--- src/design/fpsd_pkg.sv ---
// Package for the frame peak speech detector: types, codes and defaults.
// Used by the registers, the detector, the top level and its checker.
package fpsd_pkg;

  // configuration port
  localparam int APB_AW = 5;
  localparam int APB_DW = 32;

  localparam logic [2:0] REG_ENTER_GAIN     = 3'd0;
  localparam logic [2:0] REG_EXIT_GAIN      = 3'd1;
  localparam logic [2:0] REG_ABSOLUTE_FLOOR = 3'd2;
  localparam logic [2:0] REG_ENTRY_HANGOVER = 3'd3;
  localparam logic [2:0] REG_ACTIVE_LIMIT   = 3'd4;
  localparam logic [2:0] REG_TRAIL_FRAMES   = 3'd5;

  localparam logic [31:0] RST_ENTER_GAIN     = 32'd49152;
  localparam logic [31:0] RST_EXIT_GAIN      = 32'd32768;
  localparam logic [31:0] RST_ABSOLUTE_FLOOR = 32'd0;
  localparam logic [15:0] RST_ENTRY_HANGOVER = 16'd0;
  localparam logic [15:0] RST_ACTIVE_LIMIT   = 16'd1000;
  localparam logic [15:0] RST_TRAIL_FRAMES   = 16'd0;

  // queue depths
  localparam int FRAME_DEPTH_DEF  = 4;
  localparam int RESULT_DEPTH_DEF = 2;

  // fixed point
  localparam int Q_SHIFT = 14;
  localparam logic [15:0] SHORT_SPEECH_FRAMES = 16'd9;

  // decision codes on the result channel
  localparam logic [1:0] DEC_SILENCE = 2'd0;
  localparam logic [1:0] DEC_SPEECH  = 2'd1;
  localparam logic [1:0] DEC_HOLD    = 2'd2;

  typedef enum logic [1:0] {
    MODE_SILENCE = 2'd0,
    MODE_ACTIVE  = 2'd1,
    MODE_HOLD    = 2'd2,
    MODE_TRAIL   = 2'd3
  } mode_t;

  typedef enum logic {
    BK_IDLE,
    BK_EVAL
  } back_state_t;

  typedef struct packed {
    logic [31:0] enter_gain;
    logic [31:0] exit_gain;
    logic [31:0] absolute_floor;
    logic [15:0] entry_hangover;
    logic [15:0] active_limit;
    logic [15:0] trail_frames;
  } cfg_t;

  typedef struct packed {
    logic [1:0]  decision;
    logic [31:0] noise_level;
    logic [31:0] speech_level;
    logic [14:0] frame_peak;
  } result_t;

endpackage

--- src/design/fpsd_regs.sv ---
// Configuration registers behind an APB-style port.
// Depends on fpsd_pkg for register indexes, reset values and cfg_t.
module fpsd_regs (
  input  logic                        clk,
  input  logic                        rst,
  input  logic                        psel,
  input  logic                        penable,
  input  logic                        pwrite,
  input  logic [fpsd_pkg::APB_AW-1:0] paddr,
  input  logic [fpsd_pkg::APB_DW-1:0] pwdata,
  output logic [fpsd_pkg::APB_DW-1:0] prdata,
  output fpsd_pkg::cfg_t              cfg
);
  import fpsd_pkg::*;

  logic [2:0] idx;
  logic       wr;

  assign idx = paddr[4:2];
  assign wr  = psel && penable && pwrite;

  // register writes
  always_ff @(posedge clk) begin
    if (rst) begin
      cfg.enter_gain     <= RST_ENTER_GAIN;
      cfg.exit_gain      <= RST_EXIT_GAIN;
      cfg.absolute_floor <= RST_ABSOLUTE_FLOOR;
      cfg.entry_hangover <= RST_ENTRY_HANGOVER;
      cfg.active_limit   <= RST_ACTIVE_LIMIT;
      cfg.trail_frames   <= RST_TRAIL_FRAMES;
    end else if (wr) begin
      unique case (idx)
        REG_ENTER_GAIN:     cfg.enter_gain     <= pwdata;
        REG_EXIT_GAIN:      cfg.exit_gain      <= pwdata;
        REG_ABSOLUTE_FLOOR: cfg.absolute_floor <= pwdata;
        REG_ENTRY_HANGOVER: cfg.entry_hangover <= pwdata[15:0];
        REG_ACTIVE_LIMIT:   cfg.active_limit   <= pwdata[15:0];
        REG_TRAIL_FRAMES:   cfg.trail_frames   <= pwdata[15:0];
        default: ;
      endcase
    end
  end

  // read mux
  always_comb begin
    unique case (idx)
      REG_ENTER_GAIN:     prdata = cfg.enter_gain;
      REG_EXIT_GAIN:      prdata = cfg.exit_gain;
      REG_ABSOLUTE_FLOOR: prdata = cfg.absolute_floor;
      REG_ENTRY_HANGOVER: prdata = {16'd0, cfg.entry_hangover};
      REG_ACTIVE_LIMIT:   prdata = {16'd0, cfg.active_limit};
      REG_TRAIL_FRAMES:   prdata = {16'd0, cfg.trail_frames};
      default:            prdata = '0;
    endcase
  end

endmodule

--- config.mk ---
export PLATFORM = sky130hd
export DESIGN_NAME = fpsd_regs
export DESIGN_NICKNAME = d
export VERILOG_FILES = /design/src/design/fpsd_pkg.sv /design/src/design/fpsd_regs.sv
export SDC_FILE = /design/constraint.sdc
export NUM_CORES = 1
export LEC_CHECK = 0
export ABC_AREA = 0
export BUFFER_PORTS_ARGS = -buffer_cell sky130_fd_sc_hd__buf_4
export CORE_MARGIN = 3
export CORE_UTILIZATION = 55
export DETAILED_ROUTE_END_ITERATION = 10
export PLACE_DENSITY = 0.94
export SYNTH_ARGS = -nofsm -noshare
export SYNTH_HDL_FRONTEND = slang
export SYNTH_SLANG_ARGS = --single-unit
export TNS_END_PERCENT = 10
--- constraint.sdc ---
create_clock -name clk -period 3.4 [get_ports clk]
set_clock_uncertainty 0.15 [all_clocks]
set_input_delay 0.34 -clock clk [delete_from_list [all_inputs] [get_ports clk]]
set_output_delay 0.34 -clock clk [all_outputs]
set_load 0.01 [all_outputs]
# --- After elaboration in Yosys (flattened, before gate mapping) ---
# Index checks and enable logic that the tools add are counted.
word_totals:
  reg_bits: 144
  inputBits: 42
  output_inout_bits: 176
  word_cells: 21
op_classes:
  n_eq_ne: 5
  mux: 1
  reduce_logical: 9
op_table:
  columns: ["operator", "n"]
  rows:
  - ["32-bit one-hot mux with 6 select lines", 1]
  - ["2-bit AND reduction", 6]
  - ["3-bit by 2-bit equality test with 1-bit output (second input constant)", 2]
  - ["3-bit equality test (second input constant)", 2]
  - ["3-bit by 1-bit equality test with 1-bit output (second input constant)", 1]
  - ["3-bit zero test", 1]
  - ["1-bit logical AND", 2]

# --- Logic depth before layout (Yosys ltp) ---
depth:
  word_depth: 3
  ltp_mapped: 7
  ltp_nobuf: 3

# --- Worst setup path after synthesis ---
# OpenSTA, ideal clock, no wires.
synth_path:
  kind: "input to output"
  startpoint: "input paddr[2] (netlist bit)"
  endpoint: "output prdata[3] (netlist bit)"
  arrival_ns: 1.249
  required_time_ns: 2.910
  path_slack_ns: 1.661
  path_stages: 5
  path_buffers: 2
  path_cell_list: "buf_6 -> buf_2 -> mux2_2 -> a22oi_1 -> o21ai_1"
synth_between:
  elab_chain_cells: 2
  elab_cells_between_ends: 7
  cone_classes: "5 x eq/ne; 1 x mux; 1 x reduce/logical"
synth_rtl:
  columns: ["element", "line_no", "rtl"]
  rows:
  - ["start, declared", "fpsd_regs.sv:9", "input logic [fpsd_pkg::APB_AW-1:0] paddr,"]
  - ["3-bit equality test, or another cell as far along", "fpsd_regs.sv:46", "unique case (idx)"]
  - ["32-bit one-hot mux with 6 select lines (*)", "fpsd_regs.sv:46", null]
  - ["end, declared", "fpsd_regs.sv:11", "output logic [fpsd_pkg::APB_DW-1:0] prdata,"]
# Mark *: on every way between the ends. The rest lies on a longest branch, timed or not.

# --- Worst setup path in the final report ---
layout_path:
  startpoint: "input paddr[2] (netlist bit)"
  endpoint: "output prdata[17] (netlist bit)"
# Same word-level chain as after synthesis.

==> flow_metrics.py <==
metrics = {
    "outcome": {
        "outcome": "finished clean",
    },
    "final_layout": {
        "register_area_sq_um": 2880,
        "reg_top3": "cfg x144",
        "n_fill_cell": 888,
        "syn_to_final_growth_pct": 31.1,
        "drive_gt1_share_pct": 30.8,
        "largest_register_ff_count": 144,
        "multi_input_area_sq_um": 3750,
        "nets": 937,
        "top_register": "cfg",
        "insertedDiodeCount": 0,
    },
    "placement": {
        "preCtsSetupSlack_ns": 0.819,
        "portBuffers": 215,
        "dp_hpwl_um": 14400,
        "gp_congestion": 0.850,
    },
    "timing": {
        "layout_setup_ws_ns": 0.776,
        "fin_crit_sh_pct": 77.2,
        "rsz0062_at_grt": "false",
        "setup-tns-final_ns": 0,
        "fmaxAchievable_mhz": 381,
        "min_period_ns": 2.62,
        "worst_slew_pin_slew_ns": 1.24,
        "maxSlewHeadroom_pct": 16.9,
        "hold_violations": 0,
        "slew_violations": 0,
        "whs_ns": 0.0370,
        "setup_violations": 0,
    },
    "worst_setup_path": {
        "required_ns": 2.91,
        "critPathArrivalTime_ns": 2.13,
        "ff2ff_setup_slack_ns": 2.52,
        "r2r-start": "cfg[70]",
        "end_kind": "primary output",
        "path_max_fanout": 27,
        "worstSetupPathType": "in2out",
        "reg2reg_depth": 2,
        "r2r_end": "cfg[70]",
        "critPathLaunchType": "primary input",
    },
    "clock_tree": {
        "clockBufferDepth": 2,
        "postCtsSetupBuffers": 0,
        "htreeDepth": 4,
        "root_buffer": "clkbuf_16",
        "clk_latency_ns": 0.41,
        "cts.sinks": 144,
        "cts_buffers": 17,
        "cts_tree": "done",
        "clk_pin_slew_ns": 0.06,
        "cts_hold_buf": 0,
        "cts-resized-gates": 0,
    },
    "floorplan": {
        "core_area_sq_um": 12200,
        "fp.dieW_um": 118,
        "dieArea_sq_um": 14000,
        "fp.dieH_um": 118,
        "initial_core_util_pct": 57.0,
        "io_pins": 218,
        "rows": 40,
    },
    "global_route": {
        "grt_max_degree": 83,
        "grt_overflow": 0,
        "grt_pass1_wl_um": 32900,
        "grt_util_all_layers_pct": 29.3,
        "first_global_vias": 6111,
        "antenna_found_initial": 0,
    },
    "route": {
        "ant_nets": 0,
        "post_drt_wl_per_cell_um": 19.6,
        "drc": 0,
        "vias_per_cell": 5.90,
        "drt_iter0_markers": 610,
        "via_count": 6339,
        "dr.pass1.iters": 5,
        "routed_wl_um": 21100,
    },
    "synth": {
        "yosys-top-cells-count": "dfxtp_1, nand2b_1, mux2i_1, o21ai_1, a21oi_1",
        "yosysTopAreaCell": "dfxtp_1",
        "netlist_area_sq_um": 6960,
        "synth_edf_count": 0,
        "synth_nets": 754,
        "yosysUniqueCellTypes": 32,
        "synth_top_area_share_pct": 41.4,
        "yosys_warnings": 0,
        "synth_area_leaders": "dfxtp_1, mux2i_1, nand2b_1, mux2_1, o21ai_1",
        "yosys_register_bits": 144,
        "synth-seq-area-share_pct": 41.4,
        "async_reset_ff_share_pct": 0,
        "synth-main-ff-cell": "dfxtp_1",
        "netlist_instances": 712,
        "avgSynthCellArea_sq_um": 9.77,
        "yosysMostFrequentCell": "dfxtp_1",
    },
    "hold_path": {
        "hp-class": "in2reg",
        "min_path_cells": 3,
        "whs_endpoint": "cfg[66]",
        "hold_path.startpoint": "pwdata[18]",
    },
    "power": {
        "peakVddDrop_uv": 326,
        "p_leak_uw": 0.00423,
        "p_per_area_nw_per_um2": 420,
    },
    "flow_run": {
        "cap_violations": 0,
    },
}
## metal layers
layer	up-vias	share of wire (%)	track usage, %
li1	2862	-	-
met5	-	0	0
met3	57	7.3	6.22
met4	0	3.2	13.0
met2	315	48	48.2
met1	3105	41	37.1
## critical path, stage by stage
cell and delay, ns:
buf_4 0.29, nor2b_1 1.02, a2bb2oi_1 0.17, nor2_1 0.16, buf_4 0.14
## final cells by class
type / instances / area share, %
repair buffers: 226 / 18.7
multi-input cells: 505 / 41.1
inverters: 1 / 0.0411
well taps: 168 / 2.30
clock inverters: 7 / 0.933
flip-flops and latches: 144 / 31.6
clock buffers: 23 / 5.24
## power by group
| group | switching [uW] | total, uW | internal [uW] |
|---|---|---|---|
| registers | 11.3 | 1710 | 1700 |
| logic | 179 | 314 | 135 |
| clock network | 685 | 1810 | 1120 |
| total | 875 | 3830 | 2960 |
## per-stage QoR
step	instance area, sq um	total power (uW)	util (%)	cells
floorplan	6960	1930	-	712
global placement	8560	2050	70.1	1044
detailed placement	8560	2060	70.1	1044
CTS	9120	3830	74.7	1074
global route	9120	3940	74.7	1074
finish	9120	3830	74.7	1074
## layout by cell type, fill, tap and decap left out, types with 19 or more instances in the layout
cell type / count
buf_4: 225
dfxtp_1: 144
nand2b_1: 136
mux2i_1: 128
o21ai_1: 38
a21oi_1: 37
nor2_1: 36
nand3_1: 32
mux2_1: 20
a22oi_1: 19
## worst max-delay path by stage
stage	start	cells after the start	endpoint
floorplan	paddr[2]	5	prdata[3]
global placement	paddr[2]	5	prdata[21]
detailed placement	paddr[3]	5	prdata[17]
CTS	paddr[3]	5	prdata[17]
global route	paddr[2]	5	prdata[20]
finish	paddr[2]	5	prdata[17]
## cells by family (layout without fill, tap and decap cells)
logic type | Yosys count | count (layout) | synth area share, %
compound gates | 124 | 124 | 11.1
flops | 144 | 144 | 41.4
mux | 160 | 160 | 23.9
simple gates | 221 | 221 | 18.7
buf+inv | 63 | 257 | 4.84
Power figures use the tool's default switching activity.
