===== src/design/fpsd_fifo.sv =====
// Small register queue used between front and back and on the result side.
// Depends on nothing but its parameters; DEPTH must be at least 2.
module fpsd_fifo #(
  parameter int WIDTH = 16,
  parameter int DEPTH = 2
) (
  input  logic             clk,
  input  logic             rst,
  input  logic             wr_en,
  input  logic [WIDTH-1:0] wr_data,
  input  logic             rd_en,
  output logic [WIDTH-1:0] rd_data,
  output logic             full,
  output logic             empty
);
  localparam int PTR_W = $clog2(DEPTH);
  localparam int CNT_W = $clog2(DEPTH + 1);

  logic [WIDTH-1:0] mem [DEPTH];
  logic [PTR_W-1:0] wr_ptr;
  logic [PTR_W-1:0] rd_ptr;
  logic [CNT_W-1:0] count;
  logic             do_wr;
  logic             do_rd;

  assign full    = (count == CNT_W'(DEPTH));
  assign empty   = (count == '0);
  assign do_wr   = wr_en && !full;
  assign do_rd   = rd_en && !empty;
  assign rd_data = mem[rd_ptr];

  // storage
  always_ff @(posedge clk) begin
    if (do_wr) begin
      mem[wr_ptr] <= wr_data;
    end
  end

  // pointers and fill count
  always_ff @(posedge clk) begin
    if (rst) begin
      wr_ptr <= '0;
      rd_ptr <= '0;
      count  <= '0;
    end else begin
      if (do_wr) begin
        wr_ptr <= (wr_ptr == PTR_W'(DEPTH - 1)) ? '0 : wr_ptr + 1'b1;
      end
      if (do_rd) begin
        rd_ptr <= (rd_ptr == PTR_W'(DEPTH - 1)) ? '0 : rd_ptr + 1'b1;
      end
      if (do_wr && !do_rd) begin
        count <= count + 1'b1;
      end else if (do_rd && !do_wr) begin
        count <= count - 1'b1;
      end
    end
  end

endmodule


===== config.mk =====
export PLATFORM = sky130hd
export DESIGN_NAME = fpsd_fifo
export DESIGN_NICKNAME = d
export VERILOG_FILES = /design/src/design/fpsd_fifo.sv
export SDC_FILE = /design/constraint.sdc
export NUM_CORES = 1
export LEC_CHECK = 0
export BUFFER_PORTS_ARGS = -buffer_cell sky130_fd_sc_hd__buf_2
export CAP_MARGIN = 40
export CORE_ASPECT_RATIO = 0.7
export CORE_MARGIN = 2
export CORE_UTILIZATION = 45
export DETAILED_ROUTE_END_ITERATION = 6
export GPL_TIMING_DRIVEN = 0
export PLACE_DENSITY = 0.79
export SETUP_SLACK_MARGIN = 0.1
export SYNTH_ARGS = -nofsm -noshare
export SYNTH_HDL_FRONTEND = slang
export SYNTH_SLANG_ARGS = --single-unit

===== constraint.sdc =====
create_clock -name clk -period 1.39 [get_ports clk]
set_input_delay 0.0695 -clock clk [delete_from_list [all_inputs] [get_ports clk]]
set_output_delay 0.0695 -clock clk [all_outputs]
set_load 0.01 [all_outputs]

[Word-level counts from Yosys, hierarchy flattened]
Memories as Yosys holds them, arrays and structs flattened. A register that Yosys moved wholly into a read port is not among the register bits.
Index checks and enable logic that the tools add are counted.
Storage, ports and cells
  flip-flop bits (word level): 4
  logic and storage cells: 27
  memories: 1
  memory bits (writable): 32
  output and inout bits: 18
Memories
  mem: depth 2, bits a word 16, read ports 1, clocked after memory_dff 1, write ports 1, RTL line 19  | logic [WIDTH-1:0] mem [DEPTH];
Cells by class
  add/subtract/negate cells: 4
  equality and inequality tests: 1
  mux-type cells: 8
  reductions and logical operators: 10
Operators with widths (number)
  1-bit two-way mux: 6
  1-bit logical AND: 4
  1-bit logical NOT: 4
  2-bit two-way mux: 2
  1-bit adder (second input constant): 2
  2-bit by 1-bit adder with 2-bit output (second input constant): 1
  2-bit == test (second input constant): 1
  2-bit logical NOT: 1
  2-bit nonzero test: 1
  2-bit by 1-bit subtractor with 2-bit output (second input constant): 1

[Logic depth before layout (Yosys ltp)]
Gate-level depths: netlist (run 1).
  depth in word-level cells: 7
  depth in mapped cells: 6

[Least setup slack after synthesis (run 1)]
Ideal clock, no wire load.
  path type: register to register
  start point: register count[1]
  end point: memory mem[0][0] (enable)
  arrival time: 1.156 ns
  slack: -0.129 ns
  period minus slack after synthesis: 1.519 ns
  cell stages (with the launch flop): 4
  cells stage by stage: dfxtp_1 nor2b_2 or3_1 inv_1
On the way
  longest elaborated chain between the ends: 5
Ends and longest elaborated chain
  start: declaration: RTL line 22  | logic [CNT_W-1:0] count;
  start signal: assignment: RTL line 53  | count <= count + 1'b1;
  start signal: assignment: RTL line 55  | count <= count - 1'b1;
  2-bit == test: RTL line 26  | assign full = (count == CNT_W'(DEPTH));
  via full: RTL line 13  | output logic full,
  1-bit logical NOT: RTL line 28  | assign do_wr = wr_en && !full;
  1-bit logical AND: RTL line 28
  1-bit two-way mux: RTL line 34  | if (do_wr) begin
  1-bit two-way mux (implied by the code): RTL line 35  | mem[wr_ptr] <= wr_data;
  end: declaration: RTL line 19
The timed path passes the listed nets, and every way through them passes these cells.

[Worst setup path in the final report (run 1)]
  start point: register count[1]
  end point: register count[1]
On the way
  longest elaborated chain between the ends: 6
  elaborated cells between the ends (all ways): 15
  those cells by class: 2 x add/sub; 1 x eq/ne; 2 x mux; 10 x reduce/logical
Ends and longest elaborated chain
  2-bit == test (*): RTL line 26
  1-bit logical NOT (*): RTL line 28
  1-bit logical AND (*): RTL line 28
  via do_wr: RTL line 23  | logic do_wr;
  1-bit logical NOT: RTL line 54  | end else if (do_rd && !do_wr) begin
  1-bit logical AND: RTL line 54
  2-bit nonzero test (no source line)
Mark *: on every way through the listed nets, which the timed path passes. The rest lies on a longest branch. The select of a mux whose other input is x is not followed.
A chain may end at the register's enable or synchronous reset.

==> flow_summary.toml, run 1 <==
[timing]
setup_viol = 1
tightest_slew_ns = 0.2430
timing.hold.ws_ns = 0.1773
clock.fmax_ghz = 0.7016
maxSlewHeadroom = 0.8380
slew_violations = 0
skew_ns = 0.007384
layout_min_cycle_time_ns = 1.425
period_share = 1.025
setup_ws_ns = -0.03531
rsz0062_at_grt = "true"
finalHoldViolations = 0

[floorplan]
pin_count = 38
num_rows = 16
core_um2 = 2843
die_area_um2 = 3506
dieWidth_um = 69.92
start_util = 0.4815
fp.dieH_um = 50.15

[flow_run]
drv_cap = 0

[clock_tree]
insertion_delay_ns = 0.30
cts-buffers-inserted = 5
cts.sinks = 37
cts_tree = "yes"
clockBufferDepth = 2
htree_levels = 2
root_buffer = "clkbuf_8"
path_clk_slew_ns = 0.06

[yosys]
synth.avg_cell_area_um2 = 18.25
syn-num-nets = 96
yosys.area_share.adder = 0.009141
syn-instance-count = 75
muxShareOfSynthArea = 0.1316
syn_area_um2 = 1369
yosys_warnings = 0
synth_compound_area_frac = 0.01828
synthDistinctLibCells = 13
synth_top_family_by_area = "multiplexers"
ys_seq_elements = 37
yosys.area_share.simple = 0.03382
synth_seq_area_share = 0.7751
synth_xor_area_frac = 0.01920

[power]
power_frac_comb = 0.391
seq_power_share = 0.380
switching_share = 0.2669
p_int_mw = 2.894
clkPwrFrac = 0.229
total_power_mw = 3.948
leakage_nw = 0.8803
ir_drop_mv = 1.230
powerDensity_nw_per_um2 = 1803
p_switching_mw = 1.053

[global_routing]
grt_max_degree = 17
grt_pass1_vias = 905
overflow = 0
grtUsageTotal = 0.1614
use_met1 = 0.1890
grt_use_met3 = 0.05020
antenna_found_initial = 0
grt_pass1_wl_mm = 4.084
top_usage_layer = "met2"
grt_use_met2 = 0.2651

[worst_setup_path]
end_kind = "register"
arrival_ns = 1.65
cp.required_ns = 1.61
worstSetupStartpointType = "register"
crit_path_max_fanout = 3
crit_type = "register to register"

[min_path]
hold_class = "primary input to register"

[drt]
wl_per_cell_um = 14.48
totalWireLength_mm = 2.606
ant_nets = 0
drt_iter0_drc = 37
via_count = 871
drt_first_pass_iters = 3
vias_per_cell = 4.839
route.detailed.drc = 0

[status]
status = "finished, violations left"
violations = "negative setup slack"

[layout]
areaGrowthSynthToFinish_pct = 59.96
final_area_um2 = 2190
antenna_cells = 0
final_util = 0.7702
drive_above_1_share = 0.5486
fin_nets = 164

[placement]
post_dp_cell_area_um2 = 1617
io_buffers = 37
dpl.hpwl_mm = 1.488
gp_congestion = 0.7015
dp_slack_ns = -0.09656
## logic make-up (layout without fill, tap and decap cells)
kind of cell,Yosys count,in the layout
flops,37,37
xor+xnor,3,3
compound gates,5,5
mux,16,16
buf+inv,4,73
fa+ha+maj,1,1
simple gates,9,9
## layout by cell type, fill, tap and decap left out
cell / n
buf_4: 4
o21ai_2: 1
buf_6: 17
bufinv_16: 1
nor2_1: 4
dfxtp_4: 1
buf_2: 21
clkinvlp_4: 1
clkbuf_8: 5
buf_16: 1
xor2_1: 3
buf_12: 1
dfxtp_1: 2
nor2_2: 1
edfxtp_1: 32
buf_8: 2
dlygate4sd3_1: 17
clkinv_1: 1
and2_4: 1
o21ai_1: 1
a21oi_1: 1
nor2b_4: 1
a21oi_2: 1
or3_1: 1
inv_1: 1
o21ai_0: 1
dfxtp_2: 2
or3_4: 1
mux2_4: 16
ha_4: 1
clkbuf_1: 1
## state kept, by name, summed over array words and instances, names as in the netlist, named ones only
name and cells:
count 2, rd_ptr 1, mem 32, wr_ptr 1
## per-layer routing
layer,part of all wire,vias to the layer above
met5,0,-
met4,0.025,0
met3,0.053,7
met2,0.49,27
met1,0.43,417
li1,-,420
## critical path: stages, from the launching register on
cell,delay [ns]
dfxtp_2,0.33
nor2b_4,0.13
nor2_2,0.18
ha_4,0.23
or3_1,0.36
a21oi_2,0.13
## cell type report
class / instances / area, um^2
well taps: 36 / 45.04
repair buffers: 61 / 548.0
clock inverters: 2 / 33.78
clock buffers: 6 / 72.57
flip-flops and latches: 37 / 1067
inverters: 2 / 11.26
fillers: 171 / 653.1
plain buffers: 2 / 26.28
multi-input cells: 34 / 385.4
## repair_timing
action | 4_1_cts | 5_1_grt
hold endpoints to repair | 37 | 0
buffers inserted | 5 | 1
hold buffers | 17 | 0
gates cloned | 1 | 0
setup endpoints to repair | 49 | 50
resized for setup | 47 | 2
## through the flow
step,instances,setup TNS [ns]
final,180,-0.03531
after global routing,180,-0.3276
after CTS,179,-0.02769
after detailed placement,148,-1.390
after global placement,148,-0.9730
after floorplan,75,-0.006986
## cells in the mapped netlist
| cell | n | area, um^2 |
|---|---|---|
| a21oi_1 | 2 | 10.01 |
| and2_1 | 1 | 6.260 |
| buf_2 | 2 | 10.01 |
| dfxtp_1 | 5 | 100.1 |
| edfxtp_1 | 32 | 960.9 |
| ha_1 | 1 | 12.51 |
| inv_1 | 2 | 7.510 |
| mux2_2 | 16 | 180.2 |
| nor2_1 | 5 | 18.77 |
| nor2b_2 | 1 | 8.760 |
| o21ai_0 | 3 | 15.01 |
| or3_1 | 2 | 12.51 |
| xor2_1 | 3 | 26.28 |
## worst paths after layout
kind | from | end | slack, ns | cells past startpoint
worst max register to register | count[1] | count[1] | -0.04 | 5
worst min-delay path | rd_en | rd_ptr | 0.18 | 4
worst max-delay path | count[1] | count[1] | -0.04 | 5
worst min register to register | rd_ptr | rd_ptr | 0.51 | 2
## power by group through the flow
stage / Combinational (mW) / Sequential (mW) / Clock, mW
after floorplan: 0.590 / 1.49 / 0
after global placement: 0.848 / 1.50 / 0
after detailed placement: 0.870 / 1.51 / 0
after CTS: 1.52 / 1.50 / 0.911
after global routing: 1.65 / 1.52 / 0.957
final: 1.55 / 1.50 / 0.904
Note: power is estimated with default switching activity, not from simulation.
==> run 2: changes to the inputs <==
==> constraint.sdc (replaced) <==
create_clock -name clk -period 1.39 [get_ports clk]
set_input_delay 0.2085 -clock clk [delete_from_list [all_inputs] [get_ports clk]]
set_output_delay 0.2085 -clock clk [all_outputs]
set_load 0.01 [all_outputs]
==> flow_summary.toml, run 2 (synthesis gave the netlist of run 1 again) <==
[floorplan]
start_util = 0.4815
die_area_um2 = 3506
num_rows = 16
pin_count = 38
core_um2 = 2843
dieWidth_um = 69.92
fp.dieH_um = 50.15

[worst_setup_path]
crit_path_max_fanout = 6
end_kind = "output pin"
crit_family = "buffers and inverters"
path_buf_inv = 3
crit_type = "register to output pin"
arrival_ns = 1.30
slowest_delay_ns = 0.33
crit_chain = "buf_6 -> buf_8 -> mux2_4 -> buf_6"
crit_top_cell = "buf_6"
cp.required_ns = 1.18
worstSetupStartpointType = "register"
crit_slowest_cell = "dfxtp_2"

[global_routing]
grt_max_degree = 17
antenna_found_initial = 0
grt_pass1_vias = 856
grtUsageTotal = 0.1604
grt_pass1_wl_mm = 4.050
overflow = 0

[placement]
io_buffers = 37
dp_slack_ns = -0.09656
dpl.hpwl_mm = 1.488
dpl.cell_count = 148
gp_congestion = 0.7015
post_dp_cell_area_um2 = 1617

[power]
switching_share = 0.2728
powerDensity_nw_per_um2 = 1953
p_int_mw = 3.002
seq_power_share = 0.361
p_switching_mw = 1.126
power_frac_comb = 0.423
ir_drop_mv = 1.354
clkPwrFrac = 0.216
leakage_nw = 0.8434

[drt]
vias_per_cell = 5.018
wl_per_cell_um = 16.01
route.detailed.drc = 0
ant_nets = 0
drt_first_pass_iters = 4
drt_iter0_drc = 44
via_count = 838
totalWireLength_mm = 2.673

[layout]
regMostFlops = "mem"
mostFrequentLayoutCell = "edfxtp_1"
final_cells = 167
areaGrowthSynthToFinish_pct = 54.39
final_cell_mix = "edfxtp_1, buf_2, buf_6"
n_fill_cell = 191
final_area_um2 = 2113
largest_reg_flops = 32
top_regs = "mem (32), count (2)"
antenna_cells = 0
final_util = 0.7434
drive_above_1_share = 0.6641
fin_nets = 151

[flow_run]
drv_cap = 0

[timing]
skew_ns = 0.004331
tightest_slew_ns = 0.2343
slew_violations = 0
setup_ws_ns = -0.1174
clock.fmax_ghz = 0.6634
period_share = 1.084
layout_min_cycle_time_ns = 1.507
setup_viol = 25
finalHoldViolations = 0
rsz0062_at_grt = "true"
maxSlewHeadroom = 0.8438

[clock_tree]
clockBufferDepth = 2
cts.sinks = 37
root_buffer = "clkbuf_8"
path_clk_slew_ns = 0.07
cts-buffers-inserted = 5
insertion_delay_ns = 0.29
htree_levels = 2
hold_buffers = 0
cts_tree = "yes"

[status]
violations = "negative setup slack"
status = "finished, violations left"

[min_path]
hold_class = "primary input to register"
[run 2: layout make-up]
type / count / area [um^2] / area share
Clock inverter: 2 / 33.78 / 0.01599
Inverter: 2 / 11.26 / 0.005329
Clock buffer: 6 / 72.57 / 0.03434
Timing Repair Buffer: 48 / 436.7 / 0.2066
Tap cell: 36 / 45.04 / 0.02131
Multi-Input combinational cell: 34 / 420.4 / 0.1989
Buffer: 2 / 26.28 / 0.01243
Sequential cell: 37 / 1067 / 0.5050
[run 2: routing by layer]
layer / track usage / vias to the layer above / routed length, um / share of wire
met5: 0 / - / 0 / 0
met4: 0.09615 / 0 / 68 / 0.025
met3: 0.05221 / 8 / 151 / 0.056
met2: 0.2619 / 29 / 1342 / 0.50
met1: 0.1874 / 409 / 1111 / 0.42
li1: - / 392 / - / -
[run 2: worst paths after layout]
kind	cells after the start	startpoint	slack [ns]	end
hold reg to reg	2	wr_ptr	0.53	wr_ptr
setup reg to reg	5	count[0]	-0.05	count[1]
hold / removal	1	wr_data[8]	0.10	mem[1][8]
setup / recovery	4	register	-0.12	rd_data[7]
[run 2: power groups by stage]
stage	Combinational, mW	Sequential (mW)	Clock [mW]
after CTS	1.62	1.48	0.911
after floorplan	0.590	1.49	0
after global placement	0.848	1.50	0
after global routing	1.85	1.51	0.950
final	1.75	1.49	0.890
after detailed placement	0.870	1.51	0
[run 2: metrics by stage]
step / setup TNS, ns / hold WS (ns) / power, mW
floorplan: -0.006986 / 0.2702 / 2.079
global placement: -1.774 / 0.3970 / 2.344
detailed placement: -2.051 / 0.4005 / 2.380
CTS: -1.994 / 0.09589 / 4.011
global route: -3.030 / 0.09463 / 4.305
finish: -1.958 / 0.1012 / 4.127
[run 2: what timing repair did]
action | 4_1_cts | 5_1_grt
resized for setup | 51 | 9
setup buffers | 7 | 2
cloned | 2 | 0
setup endpoints to repair | 49 | 35
pin swaps | 5 | 6
