$ cat src/design/fpsd_pkg.sv
// Package for the frame peak speech detector: types, codes and defaults.
// Used by the registers, the detector, the top level and its checker.
package fpsd_pkg;

  // configuration port
  localparam int APB_AW = 5;
  localparam int APB_DW = 32;

  localparam logic [2:0] REG_ENTER_GAIN     = 3'd0;
  localparam logic [2:0] REG_EXIT_GAIN      = 3'd1;
  localparam logic [2:0] REG_ABSOLUTE_FLOOR = 3'd2;
  localparam logic [2:0] REG_ENTRY_HANGOVER = 3'd3;
  localparam logic [2:0] REG_ACTIVE_LIMIT   = 3'd4;
  localparam logic [2:0] REG_TRAIL_FRAMES   = 3'd5;

  localparam logic [31:0] RST_ENTER_GAIN     = 32'd49152;
  localparam logic [31:0] RST_EXIT_GAIN      = 32'd32768;
  localparam logic [31:0] RST_ABSOLUTE_FLOOR = 32'd0;
  localparam logic [15:0] RST_ENTRY_HANGOVER = 16'd0;
  localparam logic [15:0] RST_ACTIVE_LIMIT   = 16'd1000;
  localparam logic [15:0] RST_TRAIL_FRAMES   = 16'd0;

  // queue depths
  localparam int FRAME_DEPTH_DEF  = 4;
  localparam int RESULT_DEPTH_DEF = 2;

  // fixed point
  localparam int Q_SHIFT = 14;
  localparam logic [15:0] SHORT_SPEECH_FRAMES = 16'd9;

  // decision codes on the result channel
  localparam logic [1:0] DEC_SILENCE = 2'd0;
  localparam logic [1:0] DEC_SPEECH  = 2'd1;
  localparam logic [1:0] DEC_HOLD    = 2'd2;

  typedef enum logic [1:0] {
    MODE_SILENCE = 2'd0,
    MODE_ACTIVE  = 2'd1,
    MODE_HOLD    = 2'd2,
    MODE_TRAIL   = 2'd3
  } mode_t;

  typedef enum logic {
    BK_IDLE,
    BK_EVAL
  } back_state_t;

  typedef struct packed {
    logic [31:0] enter_gain;
    logic [31:0] exit_gain;
    logic [31:0] absolute_floor;
    logic [15:0] entry_hangover;
    logic [15:0] active_limit;
    logic [15:0] trail_frames;
  } cfg_t;

  typedef struct packed {
    logic [1:0]  decision;
    logic [31:0] noise_level;
    logic [31:0] speech_level;
    logic [14:0] frame_peak;
  } result_t;

endpackage

$ cat src/design/fpsd_back.sv
// Back end: four-mode detector with noise and speech level tracking.
// Depends on fpsd_pkg; takes a queued frame peak once the last is decided.
module fpsd_back (
  input  logic              clk,
  input  logic              rst,
  input  fpsd_pkg::cfg_t    cfg,
  input  logic              fq_empty,
  input  logic [14:0]       fq_peak,
  output logic              fq_pop,
  input  logic              rq_full,
  output logic              rq_push,
  output fpsd_pkg::result_t rq_data
);
  import fpsd_pkg::*;

  back_state_t state, state_next;
  mode_t       mode, mode_next;
  logic [31:0] noise_floor, noise_floor_next;
  logic [31:0] speech_lvl, speech_lvl_next;
  logic [15:0] hangover_left, hangover_left_next;
  logic [15:0] active_count, active_count_next;
  logic [15:0] hold_count, hold_count_next;
  logic [16:0] trail_count, trail_count_next;

  logic [14:0] peak;
  logic [31:0] thr_enter;
  logic [31:0] thr_exit;
  logic [63:0] prod_enter;
  logic [63:0] prod_exit;
  logic [31:0] pq;
  logic        starts;
  logic [40:0] nf_acc;
  logic [33:0] sl_acc;
  logic [31:0] nf_upd;
  logic [31:0] sl_upd;

  // threshold products from the current noise floor
  assign prod_enter = 64'(noise_floor) * 64'(cfg.enter_gain);
  assign prod_exit  = 64'(noise_floor) * 64'(cfg.exit_gain);

  // level smoothing: (255*n + pq) >> 8 and (3*l + pq) >> 2
  assign pq     = {3'd0, peak, 14'd0};
  assign nf_acc = {1'b0, noise_floor, 8'd0} - {9'd0, noise_floor} + {9'd0, pq};
  assign sl_acc = {2'd0, speech_lvl} + {1'b0, speech_lvl, 1'b0} + {2'd0, pq};
  assign nf_upd = nf_acc[39:8];
  assign sl_upd = sl_acc[33:2];
  assign starts = (pq > thr_enter) && (pq > cfg.absolute_floor);

  // sequencer and mode update
  always_comb begin
    state_next         = state;
    mode_next          = mode;
    noise_floor_next   = noise_floor;
    speech_lvl_next    = speech_lvl;
    hangover_left_next = hangover_left;
    active_count_next  = active_count;
    hold_count_next    = hold_count;
    trail_count_next   = trail_count;
    fq_pop             = 1'b0;
    rq_push            = 1'b0;
    unique case (state)
      BK_IDLE: begin
        if (!fq_empty && !rq_full) begin
          fq_pop     = 1'b1;
          state_next = BK_EVAL;
        end
      end
      BK_EVAL: begin
        rq_push    = 1'b1;
        state_next = BK_IDLE;
        case (mode) inside
          MODE_SILENCE: begin
            if (starts) begin
              mode_next          = MODE_ACTIVE;
              hangover_left_next = cfg.entry_hangover;
              active_count_next  = '0;
            end else begin
              noise_floor_next = nf_upd;
            end
          end
          MODE_ACTIVE: begin
            if (pq < thr_exit) begin
              if (active_count > SHORT_SPEECH_FRAMES) begin
                mode_next        = MODE_TRAIL;
                hold_count_next  = active_count;
                trail_count_next = '0;
              end else begin
                mode_next       = MODE_SILENCE;
                hold_count_next = '0;
              end
            end else begin
              speech_lvl_next = sl_upd;
              if (hangover_left != '0) begin
                hangover_left_next = hangover_left - 1'b1;
              end else begin
                noise_floor_next = nf_upd;
              end
              if (active_count < cfg.active_limit) begin
                active_count_next = active_count + 1'b1;
              end
            end
          end
          MODE_HOLD, MODE_TRAIL: begin
            // trailing counts first, then the hold rules apply
            if (mode == MODE_TRAIL) begin
              trail_count_next = trail_count + 1'b1;
              if (trail_count_next > {1'b0, cfg.trail_frames}) begin
                mode_next = MODE_HOLD;
              end
            end
            if (starts) begin
              mode_next          = MODE_ACTIVE;
              hangover_left_next = cfg.entry_hangover;
            end else begin
              noise_floor_next = nf_upd;
              if (active_count != '0) begin
                active_count_next = active_count - 1'b1;
              end
              if (hold_count == '0) begin
                mode_next = MODE_SILENCE;
              end else begin
                hold_count_next = hold_count - 1'b1;
              end
            end
          end
          default: ;
        endcase
      end
    endcase
  end

  // result, trailing reported as speech
  always_comb begin
    case (mode_next)
      MODE_SILENCE: rq_data.decision = DEC_SILENCE;
      MODE_HOLD:    rq_data.decision = DEC_HOLD;
      default:      rq_data.decision = DEC_SPEECH;
    endcase
    rq_data.noise_level  = noise_floor_next;
    rq_data.speech_level = speech_lvl_next;
    rq_data.frame_peak   = peak;
  end

  // frame operands, captured when a peak is taken
  always_ff @(posedge clk) begin
    if (fq_pop) begin
      peak      <= fq_peak;
      thr_enter <= prod_enter[Q_SHIFT +: 32];
      thr_exit  <= prod_exit[Q_SHIFT +: 32];
    end
  end

  // detector state
  always_ff @(posedge clk) begin
    if (rst) begin
      state         <= BK_IDLE;
      mode          <= MODE_SILENCE;
      noise_floor   <= '0;
      speech_lvl    <= '0;
      hangover_left <= '0;
      active_count  <= '0;
      hold_count    <= '0;
      trail_count   <= '0;
    end else begin
      state         <= state_next;
      mode          <= mode_next;
      noise_floor   <= noise_floor_next;
      speech_lvl    <= speech_lvl_next;
      hangover_left <= hangover_left_next;
      active_count  <= active_count_next;
      hold_count    <= hold_count_next;
      trail_count   <= trail_count_next;
    end
  end

endmodule

$ cat config.mk
export PLATFORM = sky130hd
export DESIGN_NAME = fpsd_back
export DESIGN_NICKNAME = d
export VERILOG_FILES = /design/src/design/fpsd_pkg.sv /design/src/design/fpsd_back.sv
export SDC_FILE = /design/constraint.sdc
export NUM_CORES = 2
export LEC_CHECK = 0
export ABC_CLOCK_PERIOD_IN_PS = 8800
export BUFFER_PORTS_ARGS = -buffer_cell sky130_fd_sc_hd__buf_2
export CAP_MARGIN = 20
export CORE_MARGIN = 3
export CORE_UTILIZATION = 35
export DETAILED_ROUTE_END_ITERATION = 7
export GPL_TIMING_DRIVEN = 0
export PLACE_DENSITY = 0.52
export SLEW_MARGIN = 40
export SYNTH_ARGS = -nofsm -noshare
export SYNTH_HDL_FRONTEND = slang
export SYNTH_SLANG_ARGS = --single-unit
export TNS_END_PERCENT = 5
$ cat constraint.sdc
create_clock -name clk -period 8.8 [get_ports clk]
set_clock_uncertainty 0.05 [all_clocks]
set_input_delay 0.88 -clock clk [delete_from_list [all_inputs] [get_ports clk]]
set_output_delay 0.88 -clock clk [all_outputs]
set_load 0.01 [all_outputs]
[After elaboration in Yosys (flattened, before gate mapping)]
Index checks and enable logic that the tools add are counted.
W data, S select, Z words.
Storage, ports and cells
  register bits after elaboration: 211
  latch bits: 0
  bits in writable memories: 0
  bits in read-only memories: 0
  input port bits: 163
  word-level logic and storage cells: 113
  memories: 0
Operators by class
  $add $sub $neg: 9
  $mul: 2
  divide/modulo/power cells: 0
  magnitude comparators: 6
  eq/ne operators: 14
  shifts and indexed selects: 0
  multiplexer cells: 52
  bitwise operators: 2
  reduce and logical (&&, ||, !) cells: 17
Operators with widths (count)
  $mux W32: 11
  $mux W16: 20
  $mul A32 B32 Y46: 2
  $mux W17: 5
  $gt A29 B32 Y1: 2
  $sub A16 B1 Y16 const B: 3
  $add A40 B29 Y40: 1
  $sub A40 B32 Y40: 1
  $add A32 B33 Y34: 1
  $add A34 B29 Y34: 1
  $lt A29 B32 Y1: 1
  $reduce_bool A16 Y1: 2
  $mux W2: 11
  $add A17 B1 Y17 const B: 1
  $gt A17 B16 Y1: 1
  $add A16 B1 Y16 const B: 1
  $gt A16 B4 Y1 const B: 1
  $logic_not A16 Y1: 1
  $lt A16 B16 Y1: 1
  $reduce_and A6 Y1: 2
  $reduce_and A7 Y1: 1
  $eq A2 B2 Y1 const B: 3
  $ne A2 B1 Y1 const B: 3
  $ne A3 B2 Y1 const B: 2
  other kinds (16): 24

[Depth between registers and ports, before layout]
  depth after elaboration: 12
  gate-level depth with buffers: 29

[Least setup slack after synthesis]
Ideal clock, no wire load.
  path kind: input to register
  start: input port cfg[82] (netlist name)
  end: register thr_exit[30] (data pin)
  setup time: 0.258 ns
  arrival: 7.542 ns
  required time: 8.492 ns
  slack: 0.951 ns
  stages: 26
  buffers on the path: 1
  cells stage by stage: clkbuf_1 and2_1 fa_1 inv_1 fa_1 fa_1 fa_1 inv_1 fa_1 inv_1 fa_1 inv_1 fa_1 fa_1 ha_1 nand2_1 o21ai_0 o211ai_1 and2_1 a21oi_1 a21o_1 o21a_1 o21ai_0 o311ai_0 a21oi_1 xnor2_1
On the way
  cells in the longest elaborated chain, start to end: 1
RTL lines
  start: declaration: line fpsd_back.sv:6  | input fpsd_pkg::cfg_t cfg,
  $mul A32 B32 Y46: line fpsd_back.sv:39  | assign prod_exit = 64'(noise_floor) * 64'(cfg.exit_gain);
  named net prod_exit[44]: line fpsd_back.sv:29  | logic [63:0] prod_exit;
  end signal: assignment: line fpsd_back.sv:149  | thr_exit <= prod_exit[Q_SHIFT +: 32];
  end: declaration: line fpsd_back.sv:27  | logic [31:0] thr_exit;
The timed path passes the listed nets, and every way through them passes these cells.
A chain may end at the register's enable or synchronous reset.

[Worst setup path in the final report]
  start: register noise_floor[8]
  end: register thr_exit[28] (data pin)
On the way
  cells in the longest elaborated chain, start to end: 1
RTL lines
  start: declaration: line fpsd_back.sv:18  | logic [31:0] noise_floor, noise_floor_next;
  start signal: assignment: line fpsd_back.sv:167  | noise_floor <= noise_floor_next;
  $mul A32 B32 Y46: line fpsd_back.sv:39
  named net prod_exit[42]: line fpsd_back.sv:29
The timed path passes the listed nets, and every way through them passes these cells.

==> flow_summary.toml <==
[clock_tree]
clk_pin_slew_worst_paths_ps = 60
cts_setup_buffers = 0
clockBufferDepth = 3
cts_buffers = 36
cts_root_buf = "clkbuf_16"
clock_latency_ps = 670
clkSinkCount = 211
cts_tree = "built"
cts_max_level = 2

[timing]
finalSetupViolCount = 0
max_freq_ghz = 0.1151
worst_pin_slew_ps = 1018
setup-tns-final_ps = 0
rsz0062_at_grt = "true"
hold_viol = 0
finalMaxSlewViolations = 0
slew_headroom_pct = 32.13
fin_crit_sh_pct = 98.75
fin_ws_ps = 109.7
fin_crit_ps = 8690

[global_routing]
grt_util_met3_pct = 6.418
grt_pass1_vias = 55910
antenna_found_initial = 60
grtUsageMet1_pct = 37.91
grt_pass1_wl_um = 410400
overflow = 0
grt_usage_pct = 29.33
grt_max_degree = 24
top_usage_layer = "met2"
gr-usage-met2_pct = 44.75

[synth]
ys_warn_count = 0
yosys.area.top_type = "fa_1"
yosysSeqAreaShare_pct = 7.455
synth_cells = 7403
synthArstFlopShare_pct = 0
syn-num-nets = 9596
synth_flop_cell = "dfxtp_1"
synth-edff-count = 79
synth_seq_cells = 211
synth_area_mm2 = 0.06727
synth_area_leaders = "fa_1, ha_1, and2_1"
yosysUniqueCellTypes = 85
syn_avg_cell_area_um2 = 9.087
synth_top_area_share_pct = 45.29

[setup_path]
crit_required_ps = 9110
worstPathArrival_ps = 9000
critPathLaunchType = "register"
crit_top_cell = "fa_1"
crit_fanout = 10
crit_type = "register to register"
worstReg2RegStart = "noise_floor[8]$_SDFF_PP0_"
timing.rr.end = "thr_exit[28]$_DFFE_PP_"
rr_worst_depth = 28
r2r_slack_ps = 110
crit_path_end_kind = "register"
critPathSlowestCell = "fa_1"
slowest_delay_ps = 540

[cells_and_area]
stdcell_area_mm2 = 0.07405
final_common_cell = "inv_1"
layout-drive-gt1-share_pct = 8.463
syn_to_final_growth_pct = 10.08
mostFrequentLayoutCells = "inv_1, fa_1, and2_1, nand2_1, ha_1"
nets = 9916
nFillCells = 19640

[route]
drt_iter0_markers = 4311
drtPass1Iterations = 6
wire_per_inst_um = 28.00
wl_um = 288300
vias = 53520
drc = 0
ant_nets = 0
vias_per_cell = 5.197

[flow_run]
drv_cap = 0

[place]
finalWeightedCongestion = 0.9942
dpl_cell_area_mm2 = 0.07243
io_buffers = 239
place_ws_ps = -1486
dp_hpwl_um = 242100

[worst_hold_path]
whs_endpoint = "peak[1]$_DFFE_PP_"
holdCritStartpoint = "fq_peak[1]"
hold_depth = 1
hp-class = "input pin to register"

[power_and_ir_drop]
p_sw_share_pct = 56.75
power_switching_uw = 13140
seq_power_share_pct = 8.1
power_leakage_uw = 0.03687
p_int_uw = 10010
power.density_mw_per_mm2 = 312.7
ir_drop_v = 0.0005118
pwr-share-clk_pct = 6.4
p_comb_share_pct = 85.5

[die]
num_rows = 160
initial_core_util_pct = 35.30
num_io_pins = 246
fp.dieH_um = 444.4
die_area_mm2 = 0.1975
coreArea_mm2 = 0.1906
dieWidth_um = 444.4

[status]
outcome = "finished clean"
-- repair_timing --
item / CTS / global route
gates resized for setup: 88 / 114
hold buffers: 0 / 0
pin swaps: 2 / 2
setup endpoints to repair: 26 / 24
-- power by group through the flow --
| stage | registers, uW | clock network (uW) | logic, uW |
|---|---|---|---|
| 2_1_floorplan | 1780 | 0 | 12300 |
| 3_3_place_gp | 1900 | 0 | 19000 |
| 3_5_place_dp | 1890 | 0 | 19300 |
| 4_1_cts | 1870 | 1530 | 19600 |
| 5_1_grt | 1890 | 1550 | 22000 |
| 6_report | 1870 | 1480 | 19800 |
-- worst max path at each step --
stage	start	end	cells after the start
finish	noise_floor[8]$_SDFF_PP0_	thr_exit[28]$_DFFE_PP_	28
global placement	fq_empty	fq_pop	3
detailed placement	cfg[97]	thr_exit[30]$_DFFE_PP_	27
CTS	noise_floor[9]$_SDFF_PP0_	thr_enter[28]$_DFFE_PP_	28
floorplan	cfg[82]	thr_exit[30]$_DFFE_PP_	26
global route	cfg[89]	thr_exit[28]$_DFFE_PP_	27
-- flip-flops by register name (all words and copies together), names as in the netlist --
name,flops
peak,15
state,1
hangover_left,16
noise_floor,32
active_count,16
thr_enter,32
mode,2
hold_count,16
trail_count,17
speech_lvl,32
thr_exit,32
-- cells in the mapped netlist, types with 29 or more instances --
cell / n
xor2_1: 62
a21oi_1: 149
ha_1: 508
nand4_1: 30
edfxtp_1: 79
nand2_1: 924
o21ai_0: 112
nor3_1: 52
a21o_1: 75
clkbuf_1: 386
and2_1: 970
dfxtp_1: 132
o21a_1: 30
nor2b_1: 85
xnor2_1: 144
nand2b_1: 29
fa_1: 1522
and3_1: 30
nand3_1: 45
nor2_1: 168
a211oi_1: 40
inv_1: 1569
-- metrics by stage --
stage	hold slack [ps]	util (%)	std cells	total power, uW
2_1_floorplan	397.9	-	7403	14100
3_3_place_gp	412.6	37.57	10150	20910
3_5_place_dp	418.4	38.00	10200	21160
4_1_cts	334.0	38.72	10260	23010
5_1_grt	366.1	38.82	10270	25450
6_report	376.4	38.85	10300	23150
-- critical path: cells and delay by family (launching register included) --
kind                     cells  cell delay (ps)
adder cells (fa/ha/maj)      9             3700
AO/OA/AOI/OAI                9             2310
buffers and inverters        7             1400
AND/OR/NAND/NOR              3              520
flip-flops                   1              450
-- cell type report --
cell class                      count  area, um^2  share of cell area (%)
Clock inverter                     14       96.34                  0.1301
Buffer                            406        1982                   2.676
Multi-Input combinational cell   5215       55020                   74.30
Sequential cell                   211        5025                   6.786
Clock buffer                       52        1055                   1.424
Timing Repair Buffer              284        1753                   2.367
Inverter                         1569        5889                   7.953
Tap cell                         2511        3142                   4.243
Antenna cell                       37       92.59                  0.1250
-- cells by family (layout without fill, tap and decap cells) --
logic type,count (synthesis),in the layout,synth area share (%)
XOR/XNOR,206,206,2.682
AND/OR/NAND/NOR,2410,2410,18.30
flip-flops,211,211,7.455
buffers and inverters,1977,2325,11.06
other,0,37,0
AO/OA/AOI/OAI,524,524,5.040
multiplexers,45,45,0.7235
adder cells (fa/ha/maj),2030,2030,54.74
-- per-layer routing --
metal  part of all wire, %  vias to the layer above
met5                 0.034                        -
met4                   7.6                       14
met3                   8.9                      607
met2                    44                     2453
met1                    40                    27720
li1                      -                    22730
Note: power is estimated with default switching activity, not from simulation.
